[src/design/ipv4hp_pkg.sv]
// ----------------------------------------------------------------------------
// ipv4hp_pkg
// Types, constants and helpers shared by the IPv4 header parser modules.
// ----------------------------------------------------------------------------
package ipv4hp_pkg;

   localparam int COUNT_BITS_DEF  = 16;
   localparam int QUEUE_DEPTH_DEF = 4;

   localparam logic [3:0] VERSION_IPV4 = 4'd4;
   localparam logic [3:0] MIN_WORDS    = 4'd5;

   localparam logic [1:0] STATUS_OK        = 2'd0;
   localparam logic [1:0] STATUS_BAD_VER   = 2'd1;
   localparam logic [1:0] STATUS_SHORT_HDR = 2'd2;
   localparam logic [1:0] STATUS_TRUNC     = 2'd3;

   localparam logic KIND_PAYLOAD = 1'b0;
   localparam logic KIND_REPORT  = 1'b1;

   localparam logic [5:0] POS_VER       = 6'd0;
   localparam logic [5:0] POS_LEN_HI    = 6'd2;
   localparam logic [5:0] POS_LEN_LO    = 6'd3;
   localparam logic [5:0] POS_TTL       = 6'd8;
   localparam logic [5:0] POS_PROTO     = 6'd9;
   localparam logic [5:0] POS_SRC_FIRST = 6'd12;
   localparam logic [5:0] POS_SRC_LAST  = 6'd15;
   localparam logic [5:0] POS_DST_FIRST = 6'd16;
   localparam logic [5:0] POS_DST_LAST  = 6'd19;

   typedef enum logic [2:0] {
      PH_HEADER  = 3'b001,
      PH_PAYLOAD = 3'b010,
      PH_DISCARD = 3'b100
   } phase_type;

   typedef struct packed {
      logic [1:0]  status;
      logic [3:0]  version;
      logic [3:0]  header_words;
      logic [15:0] datagram_length;
      logic [7:0]  hop_limit;
      logic [7:0]  protocol_number;
      logic [31:0] source_address;
      logic [31:0] destination_address;
      logic [15:0] payload_length;
      logic [15:0] trimmed_bytes;
   } report_type;

   typedef struct packed {
      logic       has_payload;
      logic [7:0] payload_byte;
      logic       has_report;
      report_type report;
   } entry_type;

   function automatic logic [15:0] sat16(input logic [31:0] v);
      return (v > 32'h0000_FFFF) ? 16'hFFFF : v[15:0];
   endfunction

endpackage

[src/design/ipv4_header_parser_unit.sv]
// ----------------------------------------------------------------------------
// ipv4_header_parser_unit
// IPv4 header parser: header fields, payload forwarding with trim, end report.
// ----------------------------------------------------------------------------
// Takes one packet byte per cycle. Each byte yields at most one entry in a
// QUEUE_DEPTH-deep queue; the back end turns an entry into one output beat per
// cycle unless output stalls, or two when a packet's last byte is also forwarded
// (payload beat, then report beat). Entries pass the queue, then the output
// register. Input stalls only when the queue is full, i.e. when output stalls
// persist or end-of-packet bytes that also forward payload come back to back.
module ipv4_header_parser_unit #(
   parameter int COUNT_BITS  = ipv4hp_pkg::COUNT_BITS_DEF,
   parameter int QUEUE_DEPTH = ipv4hp_pkg::QUEUE_DEPTH_DEF
) (
   input  logic        clock,
   input  logic        reset,
   input  logic        req_valid,
   output logic        req_stall,
   input  logic [7:0]  req_data_byte,
   input  logic        req_end_of_packet,
   output logic        rsp_valid,
   input  logic        rsp_stall,
   output logic        rsp_record_kind,
   output logic [7:0]  rsp_payload_byte,
   output logic [1:0]  rsp_status,
   output logic [3:0]  rsp_version,
   output logic [3:0]  rsp_header_words,
   output logic [15:0] rsp_total_length,
   output logic [7:0]  rsp_hop_limit,
   output logic [7:0]  rsp_protocol_number,
   output logic [31:0] rsp_source_address,
   output logic [31:0] rsp_destination_address,
   output logic [15:0] rsp_payload_length,
   output logic [15:0] rsp_trimmed_bytes
);

   logic                  queue_full;
   logic                  push_valid;
   ipv4hp_pkg::entry_type push_entry;
   logic                  pop;
   logic                  head_valid;
   ipv4hp_pkg::entry_type head_entry;

   ipv4hp_front #(
      .COUNT_BITS (COUNT_BITS)
   ) u_front (
      .clock             (clock),
      .reset             (reset),
      .req_valid         (req_valid),
      .req_stall         (req_stall),
      .req_data_byte     (req_data_byte),
      .req_end_of_packet (req_end_of_packet),
      .queue_full        (queue_full),
      .push_valid        (push_valid),
      .push_entry        (push_entry)
   );

   ipv4hp_queue #(
      .DEPTH (QUEUE_DEPTH)
   ) u_queue (
      .clock      (clock),
      .reset      (reset),
      .push_valid (push_valid),
      .push_entry (push_entry),
      .full       (queue_full),
      .pop        (pop),
      .head_valid (head_valid),
      .head_entry (head_entry)
   );

   ipv4hp_back u_back (
      .clock                   (clock),
      .reset                   (reset),
      .head_valid              (head_valid),
      .head_entry              (head_entry),
      .pop                     (pop),
      .rsp_valid               (rsp_valid),
      .rsp_stall               (rsp_stall),
      .rsp_record_kind         (rsp_record_kind),
      .rsp_payload_byte        (rsp_payload_byte),
      .rsp_status              (rsp_status),
      .rsp_version             (rsp_version),
      .rsp_header_words        (rsp_header_words),
      .rsp_total_length        (rsp_total_length),
      .rsp_hop_limit           (rsp_hop_limit),
      .rsp_protocol_number     (rsp_protocol_number),
      .rsp_source_address      (rsp_source_address),
      .rsp_destination_address (rsp_destination_address),
      .rsp_payload_length      (rsp_payload_length),
      .rsp_trimmed_bytes       (rsp_trimmed_bytes)
   );

endmodule

[src/design/ipv4hp_front.sv]
// ----------------------------------------------------------------------------
// ipv4hp_front
// Per-beat header parse, payload trim and report build; one beat per cycle unless the queue is full.
// ----------------------------------------------------------------------------
module ipv4hp_front #(
   parameter int COUNT_BITS = ipv4hp_pkg::COUNT_BITS_DEF
) (
   input  logic                  clock,
   input  logic                  reset,
   input  logic                  req_valid,
   output logic                  req_stall,
   input  logic [7:0]            req_data_byte,
   input  logic                  req_end_of_packet,
   input  logic                  queue_full,
   output logic                  push_valid,
   output ipv4hp_pkg::entry_type push_entry
);

   ipv4hp_pkg::phase_type phase_ff, phase_in;
   logic [5:0]            pos_ff, pos_in;
   logic [1:0]            err_ff, err_in;
   logic [3:0]            version_ff, version_in;
   logic [3:0]            words_ff, words_in;
   logic [15:0]           length_ff, length_in;
   logic [7:0]            ttl_ff, ttl_in;
   logic [7:0]            proto_ff, proto_in;
   logic [31:0]           src_ff, src_in;
   logic [31:0]           dst_ff, dst_in;
   logic [COUNT_BITS-1:0] fwd_ff, fwd_in;
   logic [COUNT_BITS-1:0] drop_ff, drop_in;

   logic        accept;
   logic        forward;
   logic [5:0]  hdr_last;
   logic [15:0] hdr_bytes;
   logic [15:0] limit;

   assign req_stall = queue_full;
   assign accept    = req_valid && !queue_full;
   assign hdr_last  = {words_ff - 4'd1, 2'b11};
   assign hdr_bytes = {10'd0, words_ff, 2'b00};
   assign limit     = length_ff - hdr_bytes;

   always_comb begin
      phase_in   = phase_ff;
      pos_in     = pos_ff;
      err_in     = err_ff;
      version_in = version_ff;
      words_in   = words_ff;
      length_in  = length_ff;
      ttl_in     = ttl_ff;
      proto_in   = proto_ff;
      src_in     = src_ff;
      dst_in     = dst_ff;
      fwd_in     = fwd_ff;
      drop_in    = drop_ff;
      forward    = 1'b0;

      case (phase_ff)
         ipv4hp_pkg::PH_HEADER: begin
            pos_in = pos_ff + 6'd1;
            case (pos_ff)
               ipv4hp_pkg::POS_VER: begin
                  version_in = req_data_byte[7:4];
                  words_in   = req_data_byte[3:0];
                  if (req_data_byte[7:4] != ipv4hp_pkg::VERSION_IPV4) begin
                     err_in = ipv4hp_pkg::STATUS_BAD_VER;
                  end else if (req_data_byte[3:0] < ipv4hp_pkg::MIN_WORDS) begin
                     err_in = ipv4hp_pkg::STATUS_SHORT_HDR;
                  end
               end
               ipv4hp_pkg::POS_LEN_HI: length_in = {req_data_byte, 8'h00};
               ipv4hp_pkg::POS_LEN_LO: length_in = {length_ff[15:8], req_data_byte};
               ipv4hp_pkg::POS_TTL:    ttl_in    = req_data_byte;
               ipv4hp_pkg::POS_PROTO:  proto_in  = req_data_byte;
               default: begin
                  if (pos_ff >= ipv4hp_pkg::POS_SRC_FIRST &&
                      pos_ff <= ipv4hp_pkg::POS_SRC_LAST) begin
                     src_in = {src_ff[23:0], req_data_byte};
                  end else if (pos_ff >= ipv4hp_pkg::POS_DST_FIRST &&
                               pos_ff <= ipv4hp_pkg::POS_DST_LAST) begin
                     dst_in = {dst_ff[23:0], req_data_byte};
                  end
               end
            endcase
            if (err_in != ipv4hp_pkg::STATUS_OK) begin
               phase_in = ipv4hp_pkg::PH_DISCARD;
            end else if (pos_ff != ipv4hp_pkg::POS_VER && pos_ff == hdr_last) begin
               phase_in = ipv4hp_pkg::PH_PAYLOAD;
            end else if (req_end_of_packet) begin
               err_in = ipv4hp_pkg::STATUS_TRUNC;
            end
         end
         ipv4hp_pkg::PH_PAYLOAD: begin
            forward = !(length_ff >= hdr_bytes && fwd_ff >= COUNT_BITS'(limit));
            if (forward) begin
               fwd_in = (fwd_ff == '1) ? fwd_ff : fwd_ff + COUNT_BITS'(1);
            end else begin
               drop_in = (drop_ff == '1) ? drop_ff : drop_ff + COUNT_BITS'(1);
            end
         end
         default: begin
         end
      endcase

      push_entry.has_payload                 = forward;
      push_entry.payload_byte                = req_data_byte;
      push_entry.has_report                  = req_end_of_packet;
      push_entry.report.status               = err_in;
      push_entry.report.version              = version_in;
      push_entry.report.header_words         = words_in;
      push_entry.report.datagram_length      = length_in;
      push_entry.report.hop_limit            = ttl_in;
      push_entry.report.protocol_number      = proto_in;
      push_entry.report.source_address       = src_in;
      push_entry.report.destination_address  = dst_in;
      push_entry.report.payload_length       = ipv4hp_pkg::sat16(32'(fwd_in));
      push_entry.report.trimmed_bytes        = ipv4hp_pkg::sat16(32'(drop_in));

      if (req_end_of_packet) begin
         phase_in   = ipv4hp_pkg::PH_HEADER;
         pos_in     = '0;
         err_in     = ipv4hp_pkg::STATUS_OK;
         version_in = '0;
         words_in   = '0;
         length_in  = '0;
         ttl_in     = '0;
         proto_in   = '0;
         src_in     = '0;
         dst_in     = '0;
         fwd_in     = '0;
         drop_in    = '0;
      end
   end

   assign push_valid = accept && (forward || req_end_of_packet);

   always_ff @(posedge clock) begin
      if (reset) begin
         phase_ff   <= ipv4hp_pkg::PH_HEADER;
         pos_ff     <= '0;
         err_ff     <= ipv4hp_pkg::STATUS_OK;
         version_ff <= '0;
         words_ff   <= '0;
         length_ff  <= '0;
         ttl_ff     <= '0;
         proto_ff   <= '0;
         src_ff     <= '0;
         dst_ff     <= '0;
         fwd_ff     <= '0;
         drop_ff    <= '0;
      end else if (accept) begin
         phase_ff   <= phase_in;
         pos_ff     <= pos_in;
         err_ff     <= err_in;
         version_ff <= version_in;
         words_ff   <= words_in;
         length_ff  <= length_in;
         ttl_ff     <= ttl_in;
         proto_ff   <= proto_in;
         src_ff     <= src_in;
         dst_ff     <= dst_in;
         fwd_ff     <= fwd_in;
         drop_ff    <= drop_in;
      end
   end

endmodule

[src/design/ipv4hp_queue.sv]
// ----------------------------------------------------------------------------
// ipv4hp_queue
// Small register FIFO of parsed entries between front and back.
// ----------------------------------------------------------------------------
module ipv4hp_queue #(
   parameter int DEPTH = ipv4hp_pkg::QUEUE_DEPTH_DEF
) (
   input  logic                  clock,
   input  logic                  reset,
   input  logic                  push_valid,
   input  ipv4hp_pkg::entry_type push_entry,
   output logic                  full,
   input  logic                  pop,
   output logic                  head_valid,
   output ipv4hp_pkg::entry_type head_entry
);

   localparam int IDX_W = (DEPTH > 1) ? $clog2(DEPTH) : 1;
   localparam int CNT_W = $clog2(DEPTH + 1);

   ipv4hp_pkg::entry_type entry_ff [DEPTH];
   logic [IDX_W-1:0]      wr_ptr_ff, wr_ptr_in;
   logic [IDX_W-1:0]      rd_ptr_ff, rd_ptr_in;
   logic [CNT_W-1:0]      count_ff, count_in;
   logic                  do_push, do_pop;

   assign full       = (count_ff == CNT_W'(DEPTH));
   assign head_valid = (count_ff != '0);
   assign head_entry = entry_ff[rd_ptr_ff];
   assign do_push    = push_valid && !full;
   assign do_pop     = pop && head_valid;

   always_comb begin
      wr_ptr_in = wr_ptr_ff;
      rd_ptr_in = rd_ptr_ff;
      count_in  = count_ff;
      if (do_push) begin
         wr_ptr_in = (wr_ptr_ff == IDX_W'(DEPTH - 1)) ? '0 : wr_ptr_ff + IDX_W'(1);
      end
      if (do_pop) begin
         rd_ptr_in = (rd_ptr_ff == IDX_W'(DEPTH - 1)) ? '0 : rd_ptr_ff + IDX_W'(1);
      end
      if (do_push && !do_pop) begin
         count_in = count_ff + CNT_W'(1);
      end else if (do_pop && !do_push) begin
         count_in = count_ff - CNT_W'(1);
      end
   end

   always_ff @(posedge clock) begin
      if (reset) begin
         wr_ptr_ff <= '0;
         rd_ptr_ff <= '0;
         count_ff  <= '0;
      end else begin
         wr_ptr_ff <= wr_ptr_in;
         rd_ptr_ff <= rd_ptr_in;
         count_ff  <= count_in;
      end
   end

   always_ff @(posedge clock) begin
      if (do_push) begin
         entry_ff[wr_ptr_ff] <= push_entry;
      end
   end

endmodule

[src/design/ipv4hp_back.sv]
// ----------------------------------------------------------------------------
// ipv4hp_back
// Unpacks queue entries into payload and report beats on the output register.
// ----------------------------------------------------------------------------
module ipv4hp_back (
   input  logic                  clock,
   input  logic                  reset,
   input  logic                  head_valid,
   input  ipv4hp_pkg::entry_type head_entry,
   output logic                  pop,
   output logic                  rsp_valid,
   input  logic                  rsp_stall,
   output logic                  rsp_record_kind,
   output logic [7:0]            rsp_payload_byte,
   output logic [1:0]            rsp_status,
   output logic [3:0]            rsp_version,
   output logic [3:0]            rsp_header_words,
   output logic [15:0]           rsp_total_length,
   output logic [7:0]            rsp_hop_limit,
   output logic [7:0]            rsp_protocol_number,
   output logic [31:0]           rsp_source_address,
   output logic [31:0]           rsp_destination_address,
   output logic [15:0]           rsp_payload_length,
   output logic [15:0]           rsp_trimmed_bytes
);

   logic                   valid_ff, valid_in;
   logic                   pay_done_ff, pay_done_in;
   logic                   kind_ff, kind_in;
   logic [7:0]             byte_ff, byte_in;
   ipv4hp_pkg::report_type rpt_ff, rpt_in;
   logic                   load;
   logic                   send_pay;

   assign load     = head_valid && (!valid_ff || !rsp_stall);
   assign send_pay = head_entry.has_payload && !pay_done_ff;

   always_comb begin
      valid_in    = valid_ff;
      pay_done_in = pay_done_ff;
      kind_in     = kind_ff;
      byte_in     = byte_ff;
      rpt_in      = rpt_ff;
      pop         = 1'b0;
      if (valid_ff && !rsp_stall) begin
         valid_in = 1'b0;
      end
      if (load) begin
         valid_in = 1'b1;
         if (send_pay) begin
            kind_in     = ipv4hp_pkg::KIND_PAYLOAD;
            byte_in     = head_entry.payload_byte;
            rpt_in      = '0;
            pay_done_in = head_entry.has_report;
            pop         = !head_entry.has_report;
         end else begin
            kind_in     = ipv4hp_pkg::KIND_REPORT;
            byte_in     = '0;
            rpt_in      = head_entry.report;
            pay_done_in = 1'b0;
            pop         = 1'b1;
         end
      end
   end

   always_ff @(posedge clock) begin
      if (reset) begin
         valid_ff    <= 1'b0;
         pay_done_ff <= 1'b0;
      end else begin
         valid_ff    <= valid_in;
         pay_done_ff <= pay_done_in;
      end
   end

   always_ff @(posedge clock) begin
      kind_ff <= kind_in;
      byte_ff <= byte_in;
      rpt_ff  <= rpt_in;
   end

   assign rsp_valid               = valid_ff;
   assign rsp_record_kind         = kind_ff;
   assign rsp_payload_byte        = byte_ff;
   assign rsp_status              = rpt_ff.status;
   assign rsp_version             = rpt_ff.version;
   assign rsp_header_words        = rpt_ff.header_words;
   assign rsp_total_length        = rpt_ff.datagram_length;
   assign rsp_hop_limit           = rpt_ff.hop_limit;
   assign rsp_protocol_number     = rpt_ff.protocol_number;
   assign rsp_source_address      = rpt_ff.source_address;
   assign rsp_destination_address = rpt_ff.destination_address;
   assign rsp_payload_length      = rpt_ff.payload_length;
   assign rsp_trimmed_bytes       = rpt_ff.trimmed_bytes;

endmodule

[config.mk]
export PLATFORM = sky130hd
export DESIGN_NAME = ipv4_header_parser_unit
export DESIGN_NICKNAME = d
export VERILOG_FILES = /design/src/design/ipv4hp_pkg.sv /design/src/design/ipv4_header_parser_unit.sv /design/src/design/ipv4hp_front.sv /design/src/design/ipv4hp_queue.sv /design/src/design/ipv4hp_back.sv
export SDC_FILE = /design/constraint.sdc
export NUM_CORES = 1
export LEC_CHECK = 0
export BUFFER_PORTS_ARGS = -buffer_cell sky130_fd_sc_hd__buf_2
export CORE_ASPECT_RATIO = 1.75
export CORE_MARGIN = 2
export CORE_UTILIZATION = 60
export CTS_CLUSTER_DIAMETER = 50
export CTS_CLUSTER_SIZE = 30
export DETAILED_ROUTE_END_ITERATION = 6
export PLACE_DENSITY = 0.83
export SETUP_SLACK_MARGIN = 0.02
export SYNTH_ARGS = -nofsm -noshare
export SYNTH_HDL_FRONTEND = slang
export SYNTH_SLANG_ARGS = --single-unit
[constraint.sdc]
create_clock -name clock -period 11.9 [get_ports clock]
set_input_delay 0 -clock clock [delete_from_list [all_inputs] [get_ports clock]]
set_output_delay 0 -clock clock [all_outputs]
set_load 0.02 [all_outputs]
# == Yosys cells after proc, flatten, opt, wreduce, memory -nomap -nowiden ==
# Memory sizes are Yosys's and may differ from the RTL's. A register that Yosys moved wholly into a read port is not among the register bits.
# Index checks and enable logic that the tools add are counted.
# classes
n_addsub,9
order_cmp,7
eq_ne,13
mux,62
n_reduce_logical,34
# op_table
operator,count
$mux 32,9
$mux 16,10
$mux 8,6
$add 16x1->16 const B,2
$eq 16x16->1 const B,2
$pmux 16 s2,1
$mux 2,13
$mux 4,6
$mux 3,6
$ge 16x16->1,1
$ge 16x6->1,1
$sub 16x6->16,1
$logic_and 1x1->1,13
$eq 6x2->1 const B,2
$eq 6x4->1 const B,2
$mux 6,2
$mux 1,9
$logic_not 1->1,8
$reduce_bool 2->1,4
$add 6x1->6 const B,1
$eq 6x6->1,1
$ge 6x4->1 const B,1
$ge 6x5->1 const B,1
$le 6x4->1 const B,1
18 further kinds,22
# word_totals
ff_bits,303
ramBits,592
input_bits,13
out_inout_bits,149
word_cells,155
n_memories,1
# memory_table
name,words,word_bits,rd,rd_ports_with_merged_regs,wr,line_no,text
u_queue.entry_ff,4,148,1,1,1,ipv4hp_queue.sv:21,ipv4hp_pkg::entry_type entry_ff [DEPTH];

# == Longest topological paths before layout ==
# Gate-level depths: netlist of the first run.
# depth
word_depth,12
mapped_depth,23
ltp_nobuf,23

# == Cells and area by module ==
# From an unflattened synthesis of the first run, not the netlist that was laid out.
# hier_totals
cells_unflattened,2268
area_unflattened_um2,36369.9
# by_module_without_submodules
module,n_inst,cells_per_inst,area_each_um2,seq_area_each_um2
ipv4hp_queue,1,823,21946.0,17957.2
ipv4hp_front,1,1126,8839.7,2942.8
ipv4hp_back,1,319,5584.1,4454.3

# == Worst setup path before layout of the first run ==
# OpenSTA, ideal clock, no wires.
# synth_timing
path_kind,reg-to-reg
start,register u_queue.count_ff[0]
end,register u_queue.count_ff[2]
setup_time_ns,0.070
arrival_ns,9.984
required_ns,11.830
setup_slack_ns,1.846
stages_incl_launch_ff,10
n_path_buf,0
synth_period_minus_slack_ns,10.054
cell_sequence,dfxtp_1 -> nor3_1 -> a21oi_1 -> nand2_1 -> ha_1 -> inv_1 -> fa_1 -> xor2_1 -> or3_1 -> a21oi_1
# synth_via
word_cells_on_any_way,18
cone_classes,add/sub: 2; eq/ne: 1; mux: 3; reduce/logical: 12
# synth_lines
element,line_no,text
start: declaration,ipv4hp_queue.sv:24,"logic [CNT_W-1:0] count_ff, count_in;"
start signal: assignment,ipv4hp_queue.sv:58,count_ff <= count_in;
$reduce_bool 3->1 *,ipv4hp_queue.sv:28,assign head_valid = (count_ff != '0);
$logic_and 1x1->1 *,ipv4hp_back.sv:35,assign load = head_valid && (!valid_ff || !rsp_stall);
via u_back.load,ipv4hp_back.sv:32,logic load;
$mux 1 *,ipv4hp_back.sv:48,if (load) begin
$logic_and 1x1->1 *,ipv4hp_queue.sv:31,assign do_pop = pop && head_valid;
$logic_not 1->1,ipv4hp_queue.sv:43,if (do_push && !do_pop) begin
$logic_and 1x1->1,ipv4hp_queue.sv:43,
$mux 3 or $reduce_bool 2->1 (tied branches),-,
# The timed path passes the listed nets; every way through them passes the cells marked *. The select of a mux whose other input is x is not followed.
# A chain may end at the register's enable or synchronous reset.

# == Final worst setup path of the first run ==
# layout_timing
start,register u_front.words_ff[0]
end,memory u_queue.entry_ff[1][75] (netlist name) (enable)
# layout_via
elab_chain_len,10
word_cells_on_any_way,11
cone_classes,add/sub: 1; order compare: 2; mux: 3; reduce/logical: 5
# layout_lines
element,line_no,text
start: declaration,ipv4hp_front.sv:23,"logic [3:0] words_ff, words_in;"
start signal: assignment,ipv4hp_front.sv:157,words_ff <= words_in;
$sub 16x6->16,ipv4hp_front.sv:42,assign limit = length_ff - hdr_bytes;
$ge 16x16->1,ipv4hp_front.sv:95,forward = !(length_ff >= hdr_bytes && fwd_ff >= COUNT_BITS'(limit));
$logic_and 1x1->1 *,ipv4hp_front.sv:95,
$logic_not 1->1 *,ipv4hp_front.sv:95,
$mux 1 *,ipv4hp_front.sv:59,case (phase_ff)
$logic_or 1x1->1 *,ipv4hp_front.sv:136,assign push_valid = accept && (forward || req_end_of_packet);
$logic_and 1x1->1 *,ipv4hp_front.sv:136,
$logic_and 1x1->1 *,ipv4hp_queue.sv:30,assign do_push = push_valid && !full;
via u_queue.do_push,ipv4hp_queue.sv:25,"logic do_push, do_pop;"
$mux 1 *,ipv4hp_queue.sv:63,if (do_push) begin
$mux 1 (implied by the code) *,ipv4hp_queue.sv:64,entry_ff[wr_ptr_ff] <= push_entry;
end: declaration,ipv4hp_queue.sv:21,
# The timed path passes the listed nets; every way through them passes the cells marked *.

==> impl_metrics.yaml, run 1 <==
hold_path:
  hold_class: "primary input to flop"
  hold_end: "u_queue.wr_ptr_ff[1]"
  hold_path_depth: 4
  min-delay-start: "req_valid"
synth:
  ys_warn_count: 0
  yosysSeqAreaShare_pct: 71.29
  synthFlopType: "edfxtp_1"
  synth-async-reset-ratio_pct: 0
  avgSynthCellArea_um2: 16.86
  synth_cell_types: 72
  synth_edf_count: 739
  synth_seq_cells: 897
  netlist_area_mm2: 0.03556
  syn_nets: 2157
  syn_inst: 2109
cts:
  path_clk_slew_ns: 0.11
  h-tree-depth: 2
  cts_tree: "done"
  ctsResizeCount: 0
  clock_sinks: 897
  cts_hold_buf: 12
  cts_buffers: 42
  cts-root-buf: "clkbuf_16"
  insertion_delay_ns: 0.61
  post_cts_buffers: 0
  cts_buffer_depth: 3
place:
  io_buffers: 161
  gp_congestion: 0.8883
  dpl.hpwl_um: 45560
setup_path:
  worstPathCellList: "ha_1, inv_1, fa_1, a21o_1, a2111oi_4, nand2_1, or2_2, nor4_1, xnor2_1, ha_1, nand4_1, nor3_1, or4_4, o31ai_2, a21oi_1, nor2_1, and2_4, buf_4, buf_4"
  max_stage_delay_ns: 0.91
  end_kind: "flop"
  critical_path_class: "flop to flop"
  cp-startpoint: "u_front.words_ff[0]"
  startpoint_type: "flop"
  worstPathRequired_ns: 12.12
  cp_max_fo: 72
  regToRegEndpoint: "u_queue.entry_ff[1][75]"
  cp_slowest_cell: "buf_4"
  cpLargestDelayFamily: "simple AND/OR/NAND/NOR gates"
  r2r_cells: 19
  rrSetupSlack_ns: 4.62
  crit_arrival_ns: 7.49
  r2r_start: "u_front.words_ff[0]"
  cp_num_buf_inv: 3
detailed_routing:
  drt_iter0_drc: 2005
  drc_errors: 0
  postRouteAntennaNets: 0
  routed_wl_um: 74010
  dr_total_vias: 19220
  wl_per_cell_um: 24.32
  dr.pass1.iters: 6
  post_drt_via_cell_ratio: 6.316
timing:
  fmax_ghz: 0.1374
  report.final.slew_viol_count: 0
  relSlewSlack_pct: 24.46
  report.final.hold_viol_count: 0
  finalCritPeriodShare_pct: 61.14
  setup_viol: 0
  holdWs_ns: 0.05072
  period_needed_ns: 7.276
  clock-skew-final_ns: 0.03491
  fin_tns_setup_ns: 0
  worst_pin_slew_ns: 1.133
  rsz0062_at_grt: "false"
finish:
  layout_common_cells: "edfxtp_1, nor2_1, buf_2"
  area_delta_synth_final_pct: 8.735
  diodes: 0
  drive_above_1_share_pct: 23.02
  final_common_cell: "edfxtp_1"
  finalNetCount: 2278
floorplan:
  start_util_pct: 60.37
  core_mm2: 0.05891
  rows: 118
  ioPinCount: 162
  die_area_mm2: 0.06131
  die_h_um: 326.1
  dieWidth_um: 188.0
power_and_ir_drop:
  leakage_uw: 0.01295
  irDropWorstVdd_mv: 0.1708
  power_density_mw_per_mm2: 197.9
global_route:
  grt_pass1_vias: 19470
  grtUsageTotal_pct: 24.16
  grt_pass1_wl_um: 113200
  gr-total-overflow: 0
  antenna_found_initial: 0
  grt_max_degree: 98
outcome:
  status: "finished, final reports clean"
run:
  cap_violations: 0
where the power goes:
group          total, uW  internal [uW]  switching (uW)
registers           4010           3890             122
clock network       1750            758             997
logic               1890            680            1210
area by class of cell:
cell class,count,area (um^2)
flip-flops and latches,897,25360
multi-input cells,1066,9663
clock buffers,56,1197
clock inverters,21,259.0
inverters,24,90.09
repair buffers,199,1124
fillers,3883,20240
well taps,780,975.9
Yosys cell counts (15+ instances only):
library cell / instances / share of area (%)
nor2_1: 168 / 1.8
o21ai_0: 27 / 0.38
buf_2: 20 / 0.28
mux2_2: 88 / 2.8
a22o_1: 19 / 0.47
edfxtp_1: 739 / 62
a21oi_1: 31 / 0.44
nor3_1: 17 / 0.24
mux4_2: 148 / 9.4
a31oi_1: 15 / 0.26
nand2_1: 62 / 0.65
buf_1: 15 / 0.16
dfxtp_1: 158 / 8.9
xor2_1: 18 / 0.44
a22oi_1: 107 / 2.3
nor2b_1: 141 / 2.5
xnor2_1: 26 / 0.64
clkbuf_1: 82 / 0.87
nand3_1: 19 / 0.27
and2_1: 17 / 0.30
ha_1: 33 / 1.2
nand4_1: 15 / 0.26
inv_1: 24 / 0.25
worst max path at each step:
| stage | to | slack, ns | depth (start not counted) |
|---|---|---|---|
| 6_report | u_queue.entry_ff[1][75] | 4.62 | 19 |
| 3_5_place_dp | u_queue.entry_ff[1][118] | 4.71 | 19 |
| 3_3_place_gp | u_queue.entry_ff[1][66] | 4.89 | 19 |
| 5_1_grt | u_queue.entry_ff[1][119] | 4.24 | 19 |
| 2_1_floorplan | u_queue.count_ff[2] | 1.85 | 9 |
| 4_1_cts | u_queue.entry_ff[1][119] | 4.67 | 19 |
metal layers:
metal | routed length [um] | track usage, % | share of wire, %
met2 | 40030 | 44.33 | 54
met1 | 27050 | 28.93 | 37
met5 | 0 | 0 | 0
met4 | 3444 | 10.78 | 4.7
met3 | 3482 | 2.165 | 4.7
sequential cells by signal (all words and copies together) (netlist names), 8 cells and up, named ones only:
name / cells
u_front.ttl_ff: 8
u_back.rsp_trimmed_bytes: 16
u_back.rsp_total_length: 16
u_front.drop_ff: 16
u_front.proto_ff: 8
u_queue.entry_ff: 592
u_front.length_ff: 16
u_back.rsp_payload_byte: 8
u_back.rsp_destination_address: 32
u_back.rsp_protocol_number: 8
u_back.rsp_source_address: 32
u_back.rsp_payload_length: 16
u_front.fwd_ff: 16
u_back.rsp_hop_limit: 8
u_front.dst_ff: 32
u_front.src_ff: 32
cells by family after synthesis:
family                     share of synthesized area [%]
DFF                                                71.29
and+or+nand+nor                                    7.385
muxes                                              12.40
AOI/OAI and AO/OA                                  4.880
buffers and inverters                              1.685
xor gates and xnor gates                           1.084
adders and majority gates                          1.274
through the flow:
step | util, % | setup slack, ns | area (um^2) | instances | power (uW)
5_1_grt | 65.65 | 4.240 | 38670 | 3043 | 7941
3_5_place_dp | 62.97 | 4.708 | 37090 | 2954 | 5992
4_1_cts | 65.65 | 4.670 | 38670 | 3043 | 7724
3_3_place_gp | 62.97 | 4.888 | 37090 | 2954 | 5940
6_report | 65.65 | 4.624 | 38670 | 3043 | 7655
2_1_floorplan | - | 1.846 | 35560 | 2109 | 5432
worst register-to-register path, stage by stage (launching register included):
cell,delay [ns]
dfxtp_1,0.45
ha_1,0.22
inv_1,0.06
fa_1,0.40
a21o_1,0.23
a2111oi_4,0.42
nand2_1,0.14
or2_2,0.31
nor4_1,0.23
xnor2_1,0.18
ha_1,0.27
nand4_1,0.14
nor3_1,0.07
or4_4,0.49
o31ai_2,0.40
a21oi_1,0.21
nor2_1,0.37
and2_4,0.70
buf_4,0.60
buf_4,0.92
(Power assumes the default switching activity.)
==> run 2: changes to the inputs <==
- ABC_AREA: default -> 1
- CORE_UTILIZATION: 60 -> 55
- PLACE_DENSITY: 0.83 -> 0.8
- clock period: 11.9 -> 5.9 ns (I/O delays scaled with it)
==> run 2 against run 1 <==
Compared with the run above: via count rose by 33%; sequential share of layout area is 3.0 points lower; first-iteration DRC count grew 3.7%; clock power is 110% higher; total power is 120% higher; worst hold slack got worse by 0.016 ns; global-route usage up 0.47 points; critical path depth increased by 2; register-to-register slack worse by 3.4 ns; wire length rose by 17%; synthesized cell count grew 63%; critical path type unchanged.
==> impl_metrics.yaml, run 2 <==
synth:
  synth.most_common_cell: "edfxtp_1"
  synth_seq_cells: 897
  synth_common_cells: "edfxtp_1, nand2_1, nor2_1, o21ai_0, inv_1"
  synth_edf_count: 739
  syn_nets: 3489
  syn_inst: 3441
  yosysTopAreaCell: "edfxtp_1"
  synth_cell_types: 41
  netlist_area_mm2: 0.03718
  synthFlopType: "edfxtp_1"
  synth-async-reset-ratio_pct: 0
  yosysSeqAreaShare_pct: 68.20
  ys_warn_count: 0
  avgSynthCellArea_um2: 10.80
  yosys.area.top_type_share_pct: 59.69
  ys_top_cells_by_area: "edfxtp_1, dfxtp_1, nand2_1"
cts:
  cts_tree: "done"
  cts_buffer_depth: 3
  h-tree-depth: 2
  clock_sinks: 897
  path_clk_slew_ns: 0.10
  cts-root-buf: "clkbuf_16"
  insertion_delay_ns: 0.64
  cts_buffers: 45
setup_path:
  cp_num_buf_inv: 3
  startpoint_type: "flop"
  cp_slowest_cell: "buf_12"
  cpLargestDelayFamily: "simple AND/OR/NAND/NOR gates"
  critical_path_class: "flop to flop"
  end_kind: "flop"
  cp_common_cell: "nand2_1"
  worstPathRequired_ns: 6.18
  cp_max_fo: 63
  crit_arrival_ns: 4.96
  worstPathCellList: "inv_1, ha_1, a21oi_1, nand2_1, nand2_1, nand4_1, nor3_1, nand3_1, nor3_1, xor2_1, ha_1, a21oi_1, o21ai_0, a21oi_1, nand2_1, nand2_1, nand2_1, a21oi_2, inv_1, nor2_4, buf_12"
  max_stage_delay_ns: 0.40
outcome:
  status: "finished, final reports clean"
floorplan:
  ioPinCount: 162
  core_mm2: 0.06716
  dieWidth_um: 200.5
  die_h_um: 347.9
  start_util_pct: 55.36
  rows: 126
  die_area_mm2: 0.06977
power_and_ir_drop:
  leakage_uw: 0.01492
  power_uw: 17000
  power_density_mw_per_mm2: 419.6
  irDropWorstVdd_mv: 0.3540
timing:
  fin_ws_ns: 1.221
  clock-skew-final_ns: 0.04537
  fmax_ghz: 0.2137
  report.final.slew_viol_count: 0
  setup_viol: 0
  worst_pin_slew_ns: 1.236
  period_needed_ns: 4.679
  finalCritPeriodShare_pct: 79.30
  rsz0062_at_grt: "false"
  relSlewSlack_pct: 17.62
  report.final.hold_viol_count: 0
global_route:
  gr-total-overflow: 0
  antenna_found_initial: 1
  grt_max_degree: 151
  grt_pass1_vias: 25310
  grtUsageTotal_pct: 24.63
  grt_pass1_wl_um: 134700
place:
  dpl_worst_slack_ns: 1.248
  dp_cells: 4337
  gp_congestion: 0.9134
  io_buffers: 161
  dpl.hpwl_um: 52080
run:
  cap_violations: 0
finish:
  area_delta_synth_final_pct: 8.966
  final_common_cell: "edfxtp_1"
  area.sequential_mm2: 0.02536
  layout_common_cells: "edfxtp_1, nand2_1, nor2_1"
  fin_util_pct: 60.32
  largest-register: "u_queue.entry_ff"
  finalNetCount: 3547
  drive_above_1_share_pct: 8.939
  fillers: 5375
  layout.cells.non_filler: 4432
  multiInputGateArea_mm2: 0.009932
  largest_register_ffs: 592
detailed_routing:
  wl_per_cell_um: 19.59
  dr_total_vias: 25540
  drt_iter0_drc: 2079
  drc_errors: 0
  postRouteAntennaNets: 0
  post_drt_via_cell_ratio: 5.763
  dr.pass1.iters: 6
  routed_wl_um: 86840
hold_path:
  hold_class: "primary input to flop"
## run 2: logic make-up after synthesis
kind of cell	Yosys count	synth area share (%)
AO/OA/AOI/OAI	802	11.91
AND/OR/NAND/NOR	1179	12.79
XOR/XNOR	16	0.3769
flip-flops	897	68.20
buffers and inverters	504	5.260
adder cells (fa/ha/maj)	35	1.218
multiplexers	8	0.2423
## run 2: worst reg2reg max path, delay by kind of cell (launching register included)
family,cells,cell delay [ns]
and+or+nand+nor,10,1.57
buffers and inverters,3,0.73
DFF,1,0.37
xor gates and xnor gates,1,0.17
AOI/OAI and AO/OA,5,0.83
adders and majority gates,2,0.60
## run 2: through the flow
| stage | hold slack (ns) | instance area, um^2 | setup TNS (ns) |
|---|---|---|---|
| detailed placement | 0.2867 | 38800 | 0 |
| floorplan | 0.09887 | 37200 | -899.59 |
| finish | 0.03498 | 40510 | 0 |
| CTS | 0.02644 | 40510 | 0 |
| global route | 0.05633 | 40510 | 0 |
| global placement | 0.2874 | 38800 | 0 |
## run 2: report_power, final
part | internal [uW] | leakage (uW) | switching [uW]
clock | 1640 | 0.000769 | 2120
combinational | 1290 | 0.00587 | 3750
sequential | 7960 | 0.00828 | 241
## run 2: cell type report
cell class	instances	share of cell area (%)
timing repair buffer	205	3.249
tap	896	2.767
multi-input combinational	2040	24.52
inverter	310	2.906
sequential	897	62.61
clock inverter	28	0.9235
clock buffer	55	3.024
antenna	1	0.006177
## run 2: routing by layer
layer | up-vias | GRT usage, % | routed length (um)
met1 | 12370 | 27.68 | 31680
met5 | - | 0 | 0
met3 | 215 | 2.940 | 4806
met4 | 0 | 12.94 | 4167
li1 | 12000 | - | -
met2 | 960 | 45.66 | 46180
## run 2: repair_timing
item                                   CTS  global route
hold buffers                            11             0
setup buffers                            0             0
resized for setup                        0             0
endpoints found under the hold margin  100             0
## run 2: worst paths after layout
check                                     startpoint                       to  slack, ns  cells past startpoint
worst max register to register   u_front.words_ff[2]  u_queue.entry_ff[2][45]       1.22                     21
worst min-delay path                       req_valid        u_front.pos_ff[1]       0.03                      6
worst max-delay path             u_front.words_ff[2]  u_queue.entry_ff[2][45]       1.22                     21
worst min register to register  u_front.length_ff[1]     u_front.length_ff[1]       0.47                      2
